$ cat src/rtl/core/msbp_pkg.sv
package msbp_pkg;

    // default sizes; table sizes are powers of two
    localparam int DEF_COUNTER_ENTRIES = 4096;
    localparam int DEF_HISTORY_BITS    = 12;
    localparam int DEF_PERCEPTRON_ROWS = 1024;
    localparam int DEF_WEIGHT_BITS     = 8;

    // field and register widths
    localparam int PC_W        = 32;
    localparam int OFFSET_W    = 13;
    localparam int STRATEGY_W  = 3;
    localparam int THRESHOLD_W = 11;
    localparam int CFG_INDEX_W = 1;
    localparam int CFG_DATA_W  = 11;

    // register reset values
    localparam logic [STRATEGY_W-1:0]  STRATEGY_RESET  = 3'd3;
    localparam logic [THRESHOLD_W-1:0] THRESHOLD_RESET = 11'd37;

    // register indexes
    localparam logic [CFG_INDEX_W-1:0] CFG_STRATEGY  = 1'b0;
    localparam logic [CFG_INDEX_W-1:0] CFG_THRESHOLD = 1'b1;

    // strategy codes
    localparam logic [STRATEGY_W-1:0] STRAT_NEVER      = 3'd0;
    localparam logic [STRATEGY_W-1:0] STRAT_ALWAYS     = 3'd1;
    localparam logic [STRATEGY_W-1:0] STRAT_BACKWARD   = 3'd2;
    localparam logic [STRATEGY_W-1:0] STRAT_COUNTER    = 3'd3;
    localparam logic [STRATEGY_W-1:0] STRAT_PERCEPTRON = 3'd4;

    // opcodes
    localparam logic OP_PREDICT = 1'b0;
    localparam logic OP_UPDATE  = 1'b1;

    // 2-bit counter states
    localparam logic [1:0] CNT_STRONG_NT  = 2'd0;
    localparam logic [1:0] CNT_WEAK_TAKEN = 2'd2;
    localparam logic [1:0] CNT_STRONG_T   = 2'd3;

    // history entries, two's complement +1 / -1 / 0
    localparam logic [1:0] HIST_NONE  = 2'b00;
    localparam logic [1:0] HIST_PLUS  = 2'b01;
    localparam logic [1:0] HIST_MINUS = 2'b11;

    // confidence classes
    localparam logic [1:0] CONF_NONE  = 2'd0;
    localparam logic [1:0] CONF_TAKEN = 2'd1;
    localparam logic [1:0] CONF_NOT   = 2'd2;

    // control of the shared lane unit
    typedef struct packed {
        logic       train;
        logic       dir_taken;
        logic [1:0] hist;
    } t_lane_ctl;

endpackage

$ cat src/rtl/core/msbp_lane_alu.sv
module msbp_lane_alu #(
    parameter int WEIGHT_BITS = msbp_pkg::DEF_WEIGHT_BITS,
    parameter int SUM_W       = msbp_pkg::DEF_WEIGHT_BITS + 5
) (
    input  logic signed [SUM_W-1:0]       i_acc,
    input  logic signed [WEIGHT_BITS-1:0] i_weight,
    input  msbp_pkg::t_lane_ctl           i_ctl,
    output logic signed [SUM_W-1:0]       o_sum,
    output logic signed [WEIGHT_BITS-1:0] o_weight
);

    localparam int W_MAX_I = (1 << (WEIGHT_BITS - 1)) - 1;
    localparam logic signed [SUM_W-1:0] W_MAX = SUM_W'(W_MAX_I);
    localparam logic signed [SUM_W-1:0] W_MIN = SUM_W'(-W_MAX_I - 1);
    localparam logic signed [SUM_W-1:0] ONE   = SUM_W'(1);

    logic signed [SUM_W-1:0] w_ext;
    logic signed [SUM_W-1:0] op_a;
    logic signed [SUM_W-1:0] mag;
    logic signed [SUM_W-1:0] op_b;
    logic                    flip;

    // dot product step (acc +- w) or training step (w +- 1) on one adder
    always_comb begin
        w_ext = {{(SUM_W - WEIGHT_BITS){i_weight[WEIGHT_BITS-1]}}, i_weight};
        op_a  = i_ctl.train ? w_ext : i_acc;
        mag   = i_ctl.train ? ONE : w_ext;
        flip  = (i_ctl.hist == msbp_pkg::HIST_MINUS) ^ (i_ctl.train && !i_ctl.dir_taken);
        if (i_ctl.hist == msbp_pkg::HIST_PLUS || i_ctl.hist == msbp_pkg::HIST_MINUS) begin
            op_b = flip ? -mag : mag;
        end else begin
            op_b = '0;
        end
        o_sum = op_a + op_b;
    end

    // clamp to the signed weight range
    always_comb begin
        if (o_sum > W_MAX) begin
            o_weight = W_MAX[WEIGHT_BITS-1:0];
        end else if (o_sum < W_MIN) begin
            o_weight = W_MIN[WEIGHT_BITS-1:0];
        end else begin
            o_weight = o_sum[WEIGHT_BITS-1:0];
        end
    end

endmodule
$ cat config.mk
export PLATFORM = sky130hd
export DESIGN_NAME = msbp_lane_alu
export DESIGN_NICKNAME = d
export VERILOG_FILES = /design/src/rtl/core/msbp_pkg.sv /design/src/rtl/core/msbp_lane_alu.sv
export SDC_FILE = /design/constraint.sdc
export NUM_CORES = 1
export LEC_CHECK = 0
export ABC_CLOCK_PERIOD_IN_PS = 12400
export BUFFER_PORTS_ARGS = -buffer_cell sky130_fd_sc_hd__buf_4
export CORE_ASPECT_RATIO = 0.7
export CORE_MARGIN = 5
export CORE_UTILIZATION = 40
export DETAILED_ROUTE_END_ITERATION = 16
export PLACE_DENSITY = 0.77
export REMOVE_ABC_BUFFERS = 1
export SKIP_LAST_GASP = 1
export SLEW_MARGIN = 20
export SYNTH_ARGS = -nofsm -noshare
export SYNTH_HDL_FRONTEND = slang
export SYNTH_SLANG_ARGS = --single-unit
$ cat constraint.sdc
create_clock -name vclk -period 12.4
set_input_delay 0.62 -clock vclk [all_inputs]
set_output_delay 0.62 -clock vclk [all_outputs]
set_load 0.02 [all_outputs]
==> flow_summary.toml <==
[run_status]
status = "completed"

[die]
rows = 17
die_area_mm2 = 0.00447
fp.coreArea_mm2 = 0.00313
die-height_um = 57.5
ios = 46
start_util = 0.412
chipWidth_um = 77.8

[final_layout]
nets = 265
final_area_mm2 = 0.00164
clock_buffers = 0
n_antenna_cell = 0
syn_to_final_growth_pct = 27.2
n_fill_cell = 321
layout-drive-gt1-share = 0.263
postLayoutCoreUtil = 0.524
final_cell_count_no_fill = 262
seq_cell_count = 0
register_area_um2 = 0

[sta]
fin_crit_ns = 5.36
max_freq_mhz = 187
setup-tns-final_ns = 0
hold_ws_ns = 1.74
setup_slack_ns = 7.04
setup_viol = 0
period_share = 0.432
maxSlewHeadroom = 0.491
hold_viol = 0
drv_slew = 0
rsz0062_at_grt = "false"
worst_pin_slew_ns = 0.763

[placement]
place_inst = 262
pre_cts_ws_ns = 7.06
dp_hpwl_mm = 2.98
dpl_cell_area_mm2 = 0.00164
gp_congestion = 0.884
port_buffers = 46

[power]
p_per_area_mw_per_mm2 = 91.7
p_int_mw = 0.0633
power_mw = 0.150
p_leak_nw = 0.764
combPwrFrac = 1.000
pwr-share-seq = 0
swShare = 0.578
power_frac_clock = 0
power_switching_mw = 0.0869
ir_drop_v = 0.0000317

[logic_synthesis]
ys_top_cells_by_count = "18 x o21ai_0, 15 x nor2_1, 13 x ha_1, 12 x a21oi_1, 11 x nand2_1"
synth.area.top_cells = "ha_1 13%, o21ai_0 7.0%, mux2_2 6.1%"
synth_top_area_share = 0.126
synth_area_leader_cell = "ha_1"
syn_area_per_cell_um2 = 6.92
synth_area_mm2 = 0.00129
synth.distinct_cells = 51
seq_area_frac_synth = 0
synth_cells = 186
synth.most_common_cell = "o21ai_0"
synth_warnings = 0

[global_route]
grt_overflow = 0
grt_pass1_wl_mm = 5.92
antenna_found_initial = 0
grt_usage = 0.150
grt_max_degree = 27
grt_pass1_vias = 1286

[route]
antenna_left = 0
drt-pass1-iter-count = 4
viasPerCell = 5.74
route.vias.total = 1504
postRouteWirelength_mm = 3.56
drc = 0
drtIter0Drc = 80
avgRoutedWirePerCell_um = 13.6

[worst_setup_path]
cp.required_ns = 11.78
crit_path_max_fanout = 8
path_class = "in -> out"
crit_top_cell = "buf_4"
start_kind = "input port"
critical_path.slowest_cell = "or4_1"
crit_chain = "buf_4 > nor4_1 > or3b_2 > a311oi_1 > ha_1 > a21o_2 > a2111o_1 > a41oi_2 > xnor2_1 > or4_1 > o211a_1 > o21a_1 > buf_4"
cp-end-kind = "primary output"
max_stage_delay_ns = 0.63
worst-endpoint-arrival_ns = 4.74

[job]
drv_cap = 0

[clock_network]
cts_hold_buf = 0
post_cts_buffers = 0
post_cts_resized = 0

[min_path]
hp-class = "in -> out"
## critical path, delay by kind of cell
family          cells  cell delay, ns
buf+inv             2            0.28
simple gates        3            1.66
fa+ha+maj           1            0.38
xor+xnor            1            0.12
compound gates      6            1.65
## cell families after synthesis
logic type	share of synthesized area
xor gates and xnor gates	0.0816
muxes	0.0690
and+or+nand+nor	0.294
AOI/OAI and AO/OA	0.357
buffers and inverters	0.0564
adders and majority gates	0.142
## power groups by stage
stage | Sequential [mW] | Combinational [mW] | Clock [mW]
3_3_place_gp | 0 | 0.149 | 0
2_1_floorplan | 0 | 0.0970 | 0
6_report | 0 | 0.150 | 0
5_1_grt | 0 | 0.164 | 0
3_5_place_dp | 0 | 0.150 | 0
4_1_cts | 0 | 0.150 | 0
## final cells by class
cell class,count,area [µm²],area share
tap,38,47.5,0.0290
timing repair buffer,46,345,0.211
inverter,8,30.0,0.0183
multi-input combinational,170,1210,0.742
## layer usage
metal / track usage / part of all wire / wire length (µm) / up-vias
li1: - / - / - / 783
met1: 0.240 / 0.52 / 1850 / 672
met2: 0.221 / 0.40 / 1410 / 49
met3: 0.0174 / 0.084 / 298 / 0
met4: 0 / 0 / 0 / 0
met5: 0 / 0 / 0 / -
## path summary, 6_finish.rpt
path | depth (start not counted) | start | slack [ns] | endpoint
min | 4 | i_acc[0] | 1.74 | o_sum[0]
max | 13 | i_weight[4] | 7.04 | o_weight[0]
## placed cells by master (no fill, tap or decap), types with 5 or more instances in the layout
master | Yosys | final
a21oi_1 | 12 | 12
and2_1 | 6 | 6
buf_4 | 1 | 46
ha_1 | 13 | 13
inv_1 | 8 | 8
mux2_2 | 7 | 7
nand2_1 | 11 | 11
nand2b_1 | 6 | 6
nand4_1 | 5 | 5
nor2_1 | 15 | 15
nor2b_1 | 5 | 5
o211ai_1 | 7 | 7
o21a_1 | 5 | 5
o21ai_0 | 18 | 18
xnor2_1 | 8 | 8
No activity file was read; power rests on OpenSTA's default activity.
